<file path="config.mk">
export PLATFORM = sky130hd
export DESIGN_NAME = trimmed_mean_ema_resistance_sensor_core_flat
export DESIGN_NICKNAME = d
export VERILOG_FILES = /design/src/rtl/tmema_pkg.sv /design/src/rtl/tmema_if.sv /design/src/rtl/trimmed_mean_ema_resistance_sensor_core.sv /design/src/rtl/tmema_div.sv /design/src/flat_wrapper.sv
export SDC_FILE = /design/constraint.sdc
export NUM_CORES = 2
export LEC_CHECK = 0
export ABC_AREA = 1
export CORE_UTILIZATION = 55
export DETAILED_ROUTE_END_ITERATION = 8
export DONT_BUFFER_PORTS = 1
export GPL_TIMING_DRIVEN = 0
export PLACE_DENSITY_LB_ADDON = 0.08
export SYNTH_ARGS = -nofsm -noshare
export SYNTH_HDL_FRONTEND = slang
export SYNTH_HIERARCHICAL = 1
export SYNTH_SLANG_ARGS = --single-unit
</file>
<file path="constraint.sdc">
create_clock -name clock -period 24.8 [get_ports clock]
set_clock_uncertainty 0.05 [all_clocks]
set_input_delay 4.96 -clock clock [delete_from_list [all_inputs] [get_ports clock]]
set_output_delay 4.96 -clock clock [all_outputs]
set_load 0.02 [all_outputs]
</file>
<file path="src/rtl/tmema_pkg.sv">
// Shared constants, register codes and divider handshake types for the
// trimmed-mean resistance sensor. No dependencies.
`default_nettype none

package tmema_pkg;

   localparam int CHANNELS_DEF  = 6;
   localparam int BLOCK_LEN_DEF = 20;
   localparam int MAX_CHANNELS  = 6;

   localparam int CHAN_W     = 3;
   localparam int SAMPLE_W   = 16;
   localparam int LEVEL_W    = 32;
   localparam int RES_W      = 32;
   localparam int REG_W      = 16;
   localparam int CSR_IDX_W  = 3;
   localparam int DIVIDEND_W = 48;
   localparam int DIVISOR_W  = 32;
   localparam int QUOT_W     = 32;
   localparam int PROD_W     = 48;

   localparam logic [LEVEL_W-1:0] FULL_Q16 = 32'hFFFF_0000;
   localparam logic [RES_W-1:0]   SAT32    = 32'hFFFF_FFFF;

   localparam logic [CSR_IDX_W-1:0] CSR_SMOOTHING_GAIN = 3'd6;

   localparam logic [REG_W-1:0] REF_RES_RESET [MAX_CHANNELS] =
      '{16'd5198, 16'd5166, 16'd5300, 16'd5190, 16'd5243, 16'd5060};
   localparam logic [REG_W-1:0] GAIN_RESET = 16'd3277;

   typedef struct packed {
      logic                  start;
      logic [DIVIDEND_W-1:0] dividend;
      logic [DIVISOR_W-1:0]  divisor;
   } div_req_type;

   typedef struct packed {
      logic              done;
      logic [QUOT_W-1:0] quotient;
   } div_rsp_type;

endpackage

`default_nettype wire

</file>
<file path="src/rtl/tmema_if.sv">
// Valid/ready channel interfaces for samples, results and register writes.
// Depends on tmema_pkg for field widths.
`default_nettype none

interface tmema_req_if;
   logic                             valid;
   logic                             ready;
   logic [tmema_pkg::CHAN_W-1:0]     channel;
   logic [tmema_pkg::SAMPLE_W-1:0]   sample;
   modport source (output valid, output channel, output sample, input ready);
   modport sink (input valid, input channel, input sample, output ready);
endinterface

interface tmema_rsp_if;
   logic                           valid;
   logic                           ready;
   logic [tmema_pkg::CHAN_W-1:0]   out_channel;
   logic [tmema_pkg::LEVEL_W-1:0]  filtered;
   logic [tmema_pkg::RES_W-1:0]    resistance;
   logic                           saturated;
   modport source (output valid, output out_channel, output filtered, output resistance,
                   output saturated, input ready);
   modport sink (input valid, input out_channel, input filtered, input resistance,
                 input saturated, output ready);
endinterface

interface tmema_csr_if;
   logic                              valid;
   logic                              ready;
   logic [tmema_pkg::CSR_IDX_W-1:0]   index;
   logic [tmema_pkg::REG_W-1:0]       data;
   modport source (output valid, output index, output data, input ready);
   modport sink (input valid, input index, input data, output ready);
endinterface

`default_nettype wire

</file>
<file path="src/rtl/trimmed_mean_ema_resistance_sensor_core.sv">
// A sample that does not close its channel's block is taken in the idle state and ready stays high,
// so such samples can follow back to back.
// A sample that closes a block holds ready low while the sequencer steps through trim, mean,
// EMA difference, multiply and add, resistance multiply and check, the divider wait (skipped
// on saturation) and done, where its result beat is loaded; a result still waiting in the output register adds stalls.
// Synchronous reset restores the register defaults and clears all channel statistics and levels.
`default_nettype none

module trimmed_mean_ema_resistance_sensor_core #(
   parameter int CHANNELS  = tmema_pkg::CHANNELS_DEF,
   parameter int BLOCK_LEN = tmema_pkg::BLOCK_LEN_DEF
) (
   input  logic         clock,
   input  logic         reset,
   tmema_req_if.sink    req_chan,
   tmema_rsp_if.source  rsp_chan,
   tmema_csr_if.sink    csr_chan
);

   localparam int IDX_W = (CHANNELS > 1) ? $clog2(CHANNELS) : 1;
   localparam int CNT_W = $clog2(BLOCK_LEN + 1);
   localparam int SUM_W = $clog2(BLOCK_LEN * 65535 + 1);
   localparam int SW    = tmema_pkg::SAMPLE_W;
   localparam int LW    = tmema_pkg::LEVEL_W;
   localparam int PW    = tmema_pkg::PROD_W;
   localparam logic [CNT_W-1:0] BLOCK_CNT = CNT_W'(BLOCK_LEN);

   // The trimmed mean is a multiply by a scaled reciprocal of BLOCK_LEN-2, exact for every sum.
   localparam int          RECIP_SH = SUM_W + $clog2(BLOCK_LEN);
   localparam logic [63:0] RECIP    = (64'd1 << RECIP_SH) / 64'(BLOCK_LEN - 2) + 64'd1;
   localparam int          RECIP_W  = $clog2(RECIP + 64'd1);
   localparam int          MP_W     = SUM_W + RECIP_W;
   localparam logic [RECIP_W-1:0] RECIP_K = RECIP_W'(RECIP);

   typedef enum logic [3:0] {
      ST_IDLE, ST_TRIM, ST_MEAN, ST_EMA_DIFF, ST_EMA_MUL, ST_EMA_ADD,
      ST_RES_MUL, ST_RES_CHECK, ST_RES_WAIT, ST_DONE
   } state_type;

   state_type state_ff;

   logic [CNT_W-1:0]            count_ff [CHANNELS];
   logic [SUM_W-1:0]            sum_ff   [CHANNELS];
   logic [SW-1:0]               min_ff   [CHANNELS];
   logic [SW-1:0]               max_ff   [CHANNELS];
   logic [LW-1:0]               level_ff [CHANNELS];
   logic [tmema_pkg::REG_W-1:0] ref_res_ff [CHANNELS];
   logic [tmema_pkg::REG_W-1:0] gain_ff;

   logic [IDX_W-1:0] ch_ff;
   logic [MP_W-1:0]  mean_prod_ff;
   logic [SW-1:0]    mean_ff;
   logic             ge_ff;
   logic [LW-1:0]    diff_ff;
   logic [PW-1:0]    prod_ff;
   logic [LW-1:0]    f_ff;
   logic [PW-1:0]    num_ff;
   logic [LW-1:0]    den_ff;
   logic [tmema_pkg::RES_W-1:0] res_ff;
   logic             sat_ff;

   logic                         rsp_valid_ff;
   logic [tmema_pkg::CHAN_W-1:0] out_chan_ff;
   logic [LW-1:0]                out_filt_ff;
   logic [tmema_pkg::RES_W-1:0]  out_res_ff;
   logic                         out_sat_ff;

   logic [IDX_W-1:0] acc_idx;
   logic             chan_ok;
   logic             accept;
   logic [CNT_W-1:0] cnt_in;
   logic [SUM_W-1:0] sum_in;
   logic [SW-1:0]    min_in;
   logic [SW-1:0]    max_in;
   logic [SUM_W-1:0] trim;
   logic [LW-1:0]    target;
   logic [LW-1:0]    cur_level;
   logic [LW-1:0]    f_in;
   logic             res_sat;
   logic             load_out;

   tmema_pkg::div_req_type div_req;
   tmema_pkg::div_rsp_type div_rsp;

   tmema_div u_div (
      .clock   (clock),
      .reset   (reset),
      .div_req (div_req),
      .div_rsp (div_rsp)
   );

   always_comb begin
      acc_idx   = req_chan.channel[IDX_W-1:0];
      chan_ok   = req_chan.channel < tmema_pkg::CHAN_W'(CHANNELS);
      accept    = req_chan.valid && req_chan.ready && chan_ok;
      cnt_in    = count_ff[acc_idx] + 1'b1;
      sum_in    = sum_ff[acc_idx] + SUM_W'(req_chan.sample);
      min_in    = (req_chan.sample < min_ff[acc_idx]) ? req_chan.sample : min_ff[acc_idx];
      max_in    = (req_chan.sample > max_ff[acc_idx]) ? req_chan.sample : max_ff[acc_idx];
      trim      = sum_ff[ch_ff] - SUM_W'(min_ff[ch_ff]) - SUM_W'(max_ff[ch_ff]);
      target    = {mean_ff, 16'h0000};
      cur_level = level_ff[ch_ff];
      f_in      = ge_ff ? cur_level + prod_ff[PW-1:16] : cur_level - prod_ff[PW-1:16];
      res_sat   = (den_ff == '0) || (LW'(num_ff[PW-1:LW]) >= den_ff);
      load_out  = (state_ff == ST_DONE) && (!rsp_valid_ff || rsp_chan.ready);

      div_req.start    = (state_ff == ST_RES_CHECK) && !res_sat;
      div_req.dividend = num_ff;
      div_req.divisor  = den_ff;
   end

   always_ff @(posedge clock) begin
      if (reset) begin
         state_ff     <= ST_IDLE;
         rsp_valid_ff <= 1'b0;
         gain_ff      <= tmema_pkg::GAIN_RESET;
         for (int i = 0; i < CHANNELS; i++) begin
            count_ff[i]   <= '0;
            sum_ff[i]     <= '0;
            min_ff[i]     <= '1;
            max_ff[i]     <= '0;
            level_ff[i]   <= '0;
            ref_res_ff[i] <= tmema_pkg::REF_RES_RESET[i];
         end
      end else begin
         if (csr_chan.valid && csr_chan.ready) begin
            if (csr_chan.index == tmema_pkg::CSR_SMOOTHING_GAIN) begin
               gain_ff <= csr_chan.data;
            end else if (csr_chan.index < tmema_pkg::CSR_IDX_W'(CHANNELS)) begin
               ref_res_ff[csr_chan.index[IDX_W-1:0]] <= csr_chan.data;
            end
         end

         if (rsp_valid_ff && rsp_chan.ready && !load_out) begin
            rsp_valid_ff <= 1'b0;
         end

         unique case (state_ff)
            ST_IDLE: begin
               if (accept) begin
                  count_ff[acc_idx] <= cnt_in;
                  sum_ff[acc_idx]   <= sum_in;
                  min_ff[acc_idx]   <= min_in;
                  max_ff[acc_idx]   <= max_in;
                  ch_ff             <= acc_idx;
                  if (cnt_in == BLOCK_CNT) begin
                     state_ff <= ST_TRIM;
                  end
               end
            end
            ST_TRIM: begin
               mean_prod_ff    <= MP_W'(trim) * MP_W'(RECIP_K);
               count_ff[ch_ff] <= '0;
               sum_ff[ch_ff]   <= '0;
               min_ff[ch_ff]   <= '1;
               max_ff[ch_ff]   <= '0;
               state_ff        <= ST_MEAN;
            end
            ST_MEAN: begin
               mean_ff  <= SW'(mean_prod_ff >> RECIP_SH);
               state_ff <= ST_EMA_DIFF;
            end
            ST_EMA_DIFF: begin
               ge_ff    <= target >= cur_level;
               diff_ff  <= (target >= cur_level) ? target - cur_level : cur_level - target;
               state_ff <= ST_EMA_MUL;
            end
            ST_EMA_MUL: begin
               prod_ff  <= PW'(diff_ff) * PW'(gain_ff);
               state_ff <= ST_EMA_ADD;
            end
            ST_EMA_ADD: begin
               level_ff[ch_ff] <= f_in;
               f_ff            <= f_in;
               state_ff        <= ST_RES_MUL;
            end
            ST_RES_MUL: begin
               num_ff   <= PW'(ref_res_ff[ch_ff]) * PW'(f_ff);
               den_ff   <= tmema_pkg::FULL_Q16 - f_ff;
               state_ff <= ST_RES_CHECK;
            end
            ST_RES_CHECK: begin
               sat_ff <= res_sat;
               if (res_sat) begin
                  res_ff   <= tmema_pkg::SAT32;
                  state_ff <= ST_DONE;
               end else begin
                  state_ff <= ST_RES_WAIT;
               end
            end
            ST_RES_WAIT: begin
               if (div_rsp.done) begin
                  res_ff   <= div_rsp.quotient;
                  state_ff <= ST_DONE;
               end
            end
            ST_DONE: begin
               if (load_out) begin
                  rsp_valid_ff <= 1'b1;
                  out_chan_ff  <= tmema_pkg::CHAN_W'(ch_ff);
                  out_filt_ff  <= f_ff;
                  out_res_ff   <= res_ff;
                  out_sat_ff   <= sat_ff;
                  state_ff     <= ST_IDLE;
               end
            end
            default: begin
               state_ff <= ST_IDLE;
            end
         endcase
      end
   end

   assign req_chan.ready       = (state_ff == ST_IDLE);
   assign csr_chan.ready       = 1'b1;
   assign rsp_chan.valid       = rsp_valid_ff;
   assign rsp_chan.out_channel = out_chan_ff;
   assign rsp_chan.filtered    = out_filt_ff;
   assign rsp_chan.resistance  = out_res_ff;
   assign rsp_chan.saturated   = out_sat_ff;

   a_div_done_state : assert property (@(posedge clock) disable iff (reset)
      div_rsp.done |-> (state_ff == ST_RES_WAIT))
      else $error("Divider finished outside a wait state.");

   a_sat_value : assert property (@(posedge clock) disable iff (reset)
      rsp_valid_ff && out_sat_ff |-> out_res_ff == tmema_pkg::SAT32)
      else $error("Saturated beat without a saturated resistance.");

   a_full_scale_sat : assert property (@(posedge clock) disable iff (reset)
      rsp_valid_ff && (out_filt_ff == tmema_pkg::FULL_Q16) |-> out_sat_ff)
      else $error("Full-scale level did not raise saturation.");

   a_load_from_done : assert property (@(posedge clock) disable iff (reset)
      $rose(rsp_valid_ff) |-> $past(state_ff) == ST_DONE)
      else $error("Result beat raised outside the done state.");

endmodule

`default_nettype wire

</file>
<file path="src/rtl/tmema_div.sv">
// Shared restoring divider, one quotient bit per cycle, 32 steps.
// Depends on tmema_pkg. The upper dividend bits must be below the divisor.
`default_nettype none

module tmema_div (
   input  logic                   clock,
   input  logic                   reset,
   input  tmema_pkg::div_req_type div_req,
   output tmema_pkg::div_rsp_type div_rsp
);

   localparam int CNT_W = $clog2(tmema_pkg::QUOT_W);
   localparam int HI_W  = tmema_pkg::DIVIDEND_W - tmema_pkg::QUOT_W;

   logic                              busy_ff, busy_in;
   logic                              done_ff, done_in;
   logic [CNT_W-1:0]                  cnt_ff, cnt_in;
   logic [tmema_pkg::DIVISOR_W-1:0]   rem_ff, rem_in;
   logic [tmema_pkg::QUOT_W-1:0]      low_ff, low_in;
   logic [tmema_pkg::DIVISOR_W-1:0]   divisor_ff, divisor_in;
   logic [tmema_pkg::DIVISOR_W:0]     trial;
   logic                              fits;

   always_comb begin
      trial      = {rem_ff, low_ff[tmema_pkg::QUOT_W-1]};
      fits       = trial >= {1'b0, divisor_ff};
      busy_in    = busy_ff;
      done_in    = 1'b0;
      cnt_in     = cnt_ff;
      rem_in     = rem_ff;
      low_in     = low_ff;
      divisor_in = divisor_ff;
      if (div_req.start) begin
         busy_in    = 1'b1;
         cnt_in     = CNT_W'(tmema_pkg::QUOT_W - 1);
         rem_in     = tmema_pkg::DIVISOR_W'(div_req.dividend[tmema_pkg::DIVIDEND_W-1 -: HI_W]);
         low_in     = div_req.dividend[tmema_pkg::QUOT_W-1:0];
         divisor_in = div_req.divisor;
      end else if (busy_ff) begin
         rem_in = fits ? tmema_pkg::DIVISOR_W'(trial - {1'b0, divisor_ff})
                       : tmema_pkg::DIVISOR_W'(trial);
         low_in = {low_ff[tmema_pkg::QUOT_W-2:0], fits};
         cnt_in = cnt_ff - 1'b1;
         if (cnt_ff == '0) begin
            busy_in = 1'b0;
            done_in = 1'b1;
         end
      end
   end

   always_ff @(posedge clock) begin
      if (reset) begin
         busy_ff <= 1'b0;
         done_ff <= 1'b0;
      end else begin
         busy_ff <= busy_in;
         done_ff <= done_in;
      end
      cnt_ff     <= cnt_in;
      rem_ff     <= rem_in;
      low_ff     <= low_in;
      divisor_ff <= divisor_in;
   end

   assign div_rsp.done     = done_ff;
   assign div_rsp.quotient = low_ff;

   a_start_idle : assert property (@(posedge clock) disable iff (reset)
      div_req.start |-> !busy_ff)
      else $error("Divider started while busy.");

   a_start_range : assert property (@(posedge clock) disable iff (reset)
      div_req.start |-> (tmema_pkg::DIVISOR_W'(div_req.dividend[tmema_pkg::DIVIDEND_W-1 -: HI_W])
                         < div_req.divisor))
      else $error("Divider started with a quotient that does not fit.");

   a_done_after_busy : assert property (@(posedge clock) disable iff (reset)
      div_rsp.done |-> $past(busy_ff) && !busy_ff)
      else $error("Divider done without a finished run.");

endmodule

`default_nettype wire
</file>
<file path="src/flat_wrapper.sv">
// flat-port wrapper written by rule: the top's interface ports become plain ports
module trimmed_mean_ema_resistance_sensor_core_flat 
#(
   parameter int CHANNELS  = tmema_pkg::CHANNELS_DEF,
   parameter int BLOCK_LEN = tmema_pkg::BLOCK_LEN_DEF
)
  (clock, reset, req_chan_valid, req_chan_channel, req_chan_sample, req_chan_ready, rsp_chan_valid, rsp_chan_out_channel, rsp_chan_filtered, rsp_chan_resistance, rsp_chan_saturated, rsp_chan_ready, csr_chan_valid, csr_chan_index, csr_chan_data, csr_chan_ready);
  tmema_req_if req_chan_i ();
  tmema_rsp_if rsp_chan_i ();
  tmema_csr_if csr_chan_i ();
  input  logic clock;
  input  logic reset;
  input wire logic [$bits(req_chan_i.valid)-1:0] req_chan_valid;
  input wire logic [$bits(req_chan_i.channel)-1:0] req_chan_channel;
  input wire logic [$bits(req_chan_i.sample)-1:0] req_chan_sample;
  output wire logic [$bits(req_chan_i.ready)-1:0] req_chan_ready;
  output wire logic [$bits(rsp_chan_i.valid)-1:0] rsp_chan_valid;
  output wire logic [$bits(rsp_chan_i.out_channel)-1:0] rsp_chan_out_channel;
  output wire logic [$bits(rsp_chan_i.filtered)-1:0] rsp_chan_filtered;
  output wire logic [$bits(rsp_chan_i.resistance)-1:0] rsp_chan_resistance;
  output wire logic [$bits(rsp_chan_i.saturated)-1:0] rsp_chan_saturated;
  input wire logic [$bits(rsp_chan_i.ready)-1:0] rsp_chan_ready;
  input wire logic [$bits(csr_chan_i.valid)-1:0] csr_chan_valid;
  input wire logic [$bits(csr_chan_i.index)-1:0] csr_chan_index;
  input wire logic [$bits(csr_chan_i.data)-1:0] csr_chan_data;
  output wire logic [$bits(csr_chan_i.ready)-1:0] csr_chan_ready;
  assign req_chan_i.valid = req_chan_valid;
  assign req_chan_i.channel = req_chan_channel;
  assign req_chan_i.sample = req_chan_sample;
  assign req_chan_ready = req_chan_i.ready;
  assign rsp_chan_valid = rsp_chan_i.valid;
  assign rsp_chan_out_channel = rsp_chan_i.out_channel;
  assign rsp_chan_filtered = rsp_chan_i.filtered;
  assign rsp_chan_resistance = rsp_chan_i.resistance;
  assign rsp_chan_saturated = rsp_chan_i.saturated;
  assign rsp_chan_i.ready = rsp_chan_ready;
  assign csr_chan_i.valid = csr_chan_valid;
  assign csr_chan_i.index = csr_chan_index;
  assign csr_chan_i.data = csr_chan_data;
  assign csr_chan_ready = csr_chan_i.ready;
  trimmed_mean_ema_resistance_sensor_core #(.CHANNELS(CHANNELS), .BLOCK_LEN(BLOCK_LEN)) u_core (.clock(clock), .reset(reset), .req_chan(req_chan_i), .rsp_chan(rsp_chan_i), .csr_chan(csr_chan_i));
endmodule
</file>
== Word level (Yosys, flattened, before mapping) ==
Memory sizes are Yosys's and may differ from the RTL's. A register that Yosys moved wholly into a read port is not among the register bits.
Index checks and enable logic that the tools add are counted.
Operators by class
  add/subtract/negate cells: 11
  multiply operators: 3
  order comparisons: 7
  equality and inequality tests: 16
  mux-type cells: 77
  bitwise gates (word level): 2
  reduce and logical (&&, ||, !) cells: 39
Operators with widths (count)
  two-way mux 32 bit: 8
  two-way mux 16 bit: 9
  subtractor 32 bit: 4
  OR reduction 16 bit: 5
  one-hot mux 32 bit (2 select lines): 1
  multiplier 16 x 32 -> 48 bit: 1
  multiplier 32 x 16 -> 48 bit: 1
  two-way mux 3 bit: 15
  multiplier 21 x 22 -> 42 bit, second input constant: 1
  two-way mux 21 bit: 2
  OR reduction 21 bit: 2
  subtractor 21 x 16 -> 21 bit: 2
  one-hot mux 4 bit (10 select lines): 1
  two-way mux 1 bit: 35
  greater-or-equal comparator 33 x 32 -> 1 bit: 1
  adder 32 bit: 1
  greater-or-equal comparator 16 x 32 -> 1 bit: 1
  greater-or-equal comparator 32 bit: 1
  logical NOT 32 bit: 1
  OR reduction 32 bit: 1
  subtractor 32 bit, first input constant: 1
  adder 21 x 16 -> 21 bit: 1
  equality test 4 x 3 -> 1 bit, second input constant: 4
  > comparator 16 bit: 1
  other kinds (25): 55
Word-level totals
  register bits: 479
  memory bits (writable): 636
  bits of input ports: 43
  output and inout bits: 71
  logic and storage cells: 186
  memories: 6
Memory list
  u_core.level_ff: words 6, bits a word 32, rd ports 1, clocked after Yosys merged registers in 1, wr ports 6, line trimmed_mean_ema_resistance_sensor_core.sv:46  | logic [LW-1:0] level_ff [CHANNELS];
  u_core.sum_ff: words 6, bits a word 21, rd ports 2, clocked after Yosys merged registers in 1, wr ports 6, line trimmed_mean_ema_resistance_sensor_core.sv:43  | logic [SUM_W-1:0] sum_ff [CHANNELS];
  u_core.max_ff: words 6, bits a word 16, rd ports 2, clocked after Yosys merged registers in 1, wr ports 6, line trimmed_mean_ema_resistance_sensor_core.sv:45  | logic [SW-1:0] max_ff [CHANNELS];
  u_core.min_ff: words 6, bits a word 16, rd ports 2, clocked after Yosys merged registers in 1, wr ports 6, line trimmed_mean_ema_resistance_sensor_core.sv:44  | logic [SW-1:0] min_ff [CHANNELS];
  u_core.ref_res_ff: words 6, bits a word 16, rd ports 1, clocked after Yosys merged registers in 1, wr ports 6, line trimmed_mean_ema_resistance_sensor_core.sv:47  | logic [tmema_pkg::REG_W-1:0] ref_res_ff [CHANNELS];
  u_core.count_ff: words 6, bits a word 5, rd ports 1, clocked after Yosys merged registers in 0, wr ports 6, line trimmed_mean_ema_resistance_sensor_core.sv:42  | logic [CNT_W-1:0] count_ff [CHANNELS];

== Longest topological paths before layout ==
  depth in word-level cells: 10
  gate-level depth with buffers: 53
  depth with buffers taken out: 46

== Modules after synthesis ==
The synthesis kept the hierarchy.
Modules (own cells, without submodules)
  trimmed_mean_ema_resistance_sensor_core: instances 1, cells an instance 11263, area an instance 99705.6 um2, seq. area each 35343.9 um2
  tmema_div: instances 1, cells an instance 1004, area an instance 7051.8 um2, seq. area each 2862.7 um2

== Worst setup path after synthesis ==
No wires, ideal clock.
  kind: in2reg
  start point: in req_chan_channel[0]
  end point: mem u_core/count_ff[5][0] (netlist bit), enable pin
  library setup time: 0.579 ns
  arrival time: 10.092 ns
  required time: 24.171 ns
  path slack: 14.079 ns
  stages on the path: 5
  path buffers: 3
  path through: buf_2 -> buf_2 -> buf_2 -> o22ai_2 -> a311oi_1
RTL lines
  start, declared: line flat_wrapper.sv:14  | input wire logic [$bits(req_chan_i.channel)-1:0] req_chan_channel;
  end, declared: line trimmed_mean_ema_resistance_sensor_core.sv:42

==> implementation parameters <==
Parameter                              Value

Critical path
  Slowest Stage Delay on Critical Path    between 0.8 and 0.9 ns
  Crit start category    register
  Max Fanout on Critical Path    10
  Data arrival, critical path    13.79 ns
  Type of the worst setup path    register to register
  Crit-path slowest cell    sky130_fd_sc_hd__clkbuf_1
  Category of the worst setup path capture point    register
  Reg-to-reg slack, setup    11.53 ns
  Most numerous cell on the critical path    sky130_fd_sc_hd__nand2_1
  Data required time at the worst endpoint    25.33 ns

Logic synthesis
  Post-Syn Area per Cell    approximately 8.7 µm²
  Multiplexer share of the synthesized area    0.0188%
  Number of instances in the synthesized netlist    12300
  Compound-Gate Fraction of Synth Area    under 10%
  Portion of the post-synthesis area used by sequential elements    35.8%
  Post-Synth Simple-Gate Area    17.5%
  Total of flip-flops plus latches after synthesis    1288
  Adder and majority cell fraction of the synthesized area    ~25%
  Xor/xnor share of the synthesized area    1.93%
  Total of warnings raised by yosys    6
  Prevailing post-synth register cell    sky130_fd_sc_hd__edfxtp_1
  Fraction of registers with async set or reset after synthesis    0%
  Main combinational cell family by area after synthesis    adder cells
  Number of enable-type register cells in the synthesized netlist    1241
  Post-synthesis cell type count    58
  Synth Cell Area    about 0.11 mm²

STA
  RSZ-0062 raised after global routing    no
  Actual transition at the worst max-transition pin    around 1.5 ns
  Part of the cycle the worst path needs    53.5%
  Final Hold Violating Endpoints    0
  Worst slew margin relative to its limit    -2.87%
  Minimum period implied by the final worst setup slack    13.27 ns
  F_max    0.0754 GHz
  Final max-slew violation count    2
  Final setup violation count    0
  Setup TNS after final layout    0 ns

Floorplanning
  IO Count    about 110
  Core Footprint    0.193 mm²
  Overall die width    443 µm
  Die Y-Extent    443 µm
  Starting utilization of the core area    55.4%
  Number of placement rows    between 150 and 200
  DIE AREA    about 0.2 mm²

Route
  Total iterations of the first detailed-routing run    7
  Via-per-instance ratio    6.02
  Post-detailed-route count of antenna-violating nets    0
  DR DRC count    0
  Via Count    91200
  Wire length after detailed routing    400000 µm
  Number of violations reported at the end of detailed-routing iteration 0    11700
  DR WL/cell    26.4 µm

CTS
  Total clock buffers created by CTS    143
  Clock insertion delay at the later pin of the skew report    0.84 ns
  Deepest level of the CTS H-tree    4
  CTS tree    built
  Post-cts sizing count    0
  Worst-path clk slew    0.07 ns
  Maximum clock insertion buffer count    3
  Hold buffers post-CTS    0
  Buffers inserted by post-CTS timing repair    0
  Clk Tree Root Cell    sky130_fd_sc_hd__clkbuf_16
  TritonCTS Sinks    1288

Placed design
  Placer congestion estimate    about 1.0
  Port Buf Inserts    0
  Post-DP HPWL    between 300000 and 400000 µm

GRT
  GRT Total Usage    40.4%
  Number of global-route vias before repair    88800
  Antenna violations before repair    16
  Wire length of the first global-routing pass    579000 µm
  GRT Residual Overflow    0
  Pin count of the biggest net entering global routing    42

Final layout
  Multi-input gate area    0.0585 mm²
  Fill count    16900
  Share of final-layout standard cells stronger than drive strength 1    4.72%
  Fin nets    around 14000
  Area added between synthesis and finish    8.67%
  Sequential Area    0.0382 mm²

Hold path
  Type of the worst min-delay path    register to register

Job
  Max-cap violations    1

Status
  Violations in the final reports    max-capacitance violations, max-slew violations
  Outcome    complete, but fails checks
## registers in the layout, summed over array words and instances, names as in the netlist, 32 cells and up, named ones only
name,count
u_core/max_ff,128
u_core/ref_res_ff,128
u_core/u_div/low_ff,32
u_core/den_ff,32
u_core/u_div/divisor_ff,32
u_core/rsp_chan.resistance,32
u_core/sum_ff,168
u_core/diff_ff,32
u_core/f_ff,32
u_core/num_ff,48
u_core/u_div/rem_ff,32
u_core/rsp_chan.filtered,32
u_core/level_ff,256
u_core/res_ff,32
u_core/prod_ff,32
u_core/min_ff,128
u_core/count_ff,40
## cells in the final DEF (no fill, tap or decap), types with 46 or more instances in the layout
master                         n
sky130_fd_sc_hd__clkinv_1     51
sky130_fd_sc_hd__xor2_1      163
sky130_fd_sc_hd__nand3b_1     51
sky130_fd_sc_hd__clkbuf_16   143
sky130_fd_sc_hd__dfxtp_1      47
sky130_fd_sc_hd__o211ai_1     76
sky130_fd_sc_hd__inv_1      2055
sky130_fd_sc_hd__a21oi_1     528
sky130_fd_sc_hd__buf_2       150
sky130_fd_sc_hd__nor3_1       53
sky130_fd_sc_hd__ha_1        603
sky130_fd_sc_hd__fa_1        979
sky130_fd_sc_hd__edfxtp_1   1241
sky130_fd_sc_hd__o21ai_0     955
sky130_fd_sc_hd__nand4_1     128
sky130_fd_sc_hd__nor2_1     1545
sky130_fd_sc_hd__o21ai_1      46
sky130_fd_sc_hd__clkbuf_1    384
sky130_fd_sc_hd__nand3_1     308
sky130_fd_sc_hd__nand2_1    2369
sky130_fd_sc_hd__a31oi_1      69
sky130_fd_sc_hd__xnor2_1      72
## critical path, delay by kind of cell, from the launching register on
family / cells / cell delay, ns
compound gates: 7 / 1.96
xor+xnor: 1 / 0.30
fa+ha+maj: 10 / 4.77
buf+inv: 10 / 3.99
flops: 1 / 0.58
simple gates: 12 / 1.33
## layout make-up
type                    count  share of cell area, %
repair buffers             46                  0.704
clock buffers             165                   3.18
plain buffers             566                   2.15
inverters                2100                   6.79
flip-flops and latches   1288                   32.9
well taps                2526                   2.72
multi-input cells        8344                   50.4
diodes                     16                 0.0345
clock inverters            96                   1.09
## kinds of logic (layout without fill, tap and decap cells)
group                      Yosys count  in the layout
and+or+nand+nor                   4610           4610
buffers and inverters             2666           2973
AOI/OAI and AO/OA                 1882           1882
adders and majority gates         1582           1582
DFF                               1288           1288
xor gates and xnor gates           235            235
other                                2             49
muxes                                2              2
## through the flow
step | cells | hold WS (ns) | worst slack (ns) | instance area (µm²) | util (%)
floorplan | 12300 | 0.350 | 14.08 | 107000 | -
global placement | 14800 | 0.354 | 7.82 | 110000 | 57.1
detailed placement | 14900 | 0.355 | 11.95 | 111000 | 57.6
finish | 15100 | 0.364 | 11.53 | 116000 | 60.2
CTS | 15100 | 0.366 | 11.85 | 116000 | 60.2
global route | 15100 | 0.372 | 11.27 | 116000 | 60.2
## cell usage after synthesis (all sizes together), types with 2 or more instances
master / count / area, µm²
a211oi: 13 / 97.6
a21boi: 11 / 82.6
a21o: 28 / 210
a21oi: 530 / 2660
a221oi: 5 / 43.8
a31oi: 69 / 432
and2: 9 / 56.3
and3: 6 / 37.5
buf: 200 / 1120
clkbuf: 366 / 1370
clkinv: 19 / 71.3
conb: 2 / 7.51
dfxtp: 47 / 941
edfxtp: 1241 / 37300
fa: 979 / 19600
ha: 603 / 7540
inv: 2081 / 7810
mux2i: 2 / 20.0
nand2: 2401 / 9080
nand3: 313 / 1590
nand3b: 51 / 383
nand4: 128 / 801
nor2: 1576 / 6000
nor3: 55 / 275
nor4: 24 / 150
o2111ai: 9 / 78.8
o211ai: 76 / 571
o21a: 15 / 113
o21ai: 1013 / 5110
o21bai: 25 / 188
o221a: 2 / 22.5
o221ai: 38 / 333
o22ai: 37 / 244
o31ai: 7 / 52.6
or2: 45 / 282
xnor2: 72 / 631
xor2: 163 / 1430
## layer usage
layer	global-route usage (%)	share of wire, %	wire length [µm]	vias up
met5	0.195	0.027	108	-
met4	27.1	7.9	31700	12
met2	61.0	43	174000	5875
li1	-	-	-	39700
met1	51.9	37	148000	44200
met3	9.59	11	45900	1274
## path summary, 6_finish.rpt
check | to | from | depth (start not counted)
max reg2reg | u_core/mean_prod_ff[30] | register | 40
min reg2reg | u_core/rsp_chan.resistance[26] | u_core/res_ff[26] | 0
max | u_core/mean_prod_ff[30] | register | 40
min | u_core/rsp_chan.resistance[26] | u_core/res_ff[26] | 0
Power is left out: the tool's default activity adds up to more than one toggle a clock period on the data nets, which glitch-free logic cannot reach.
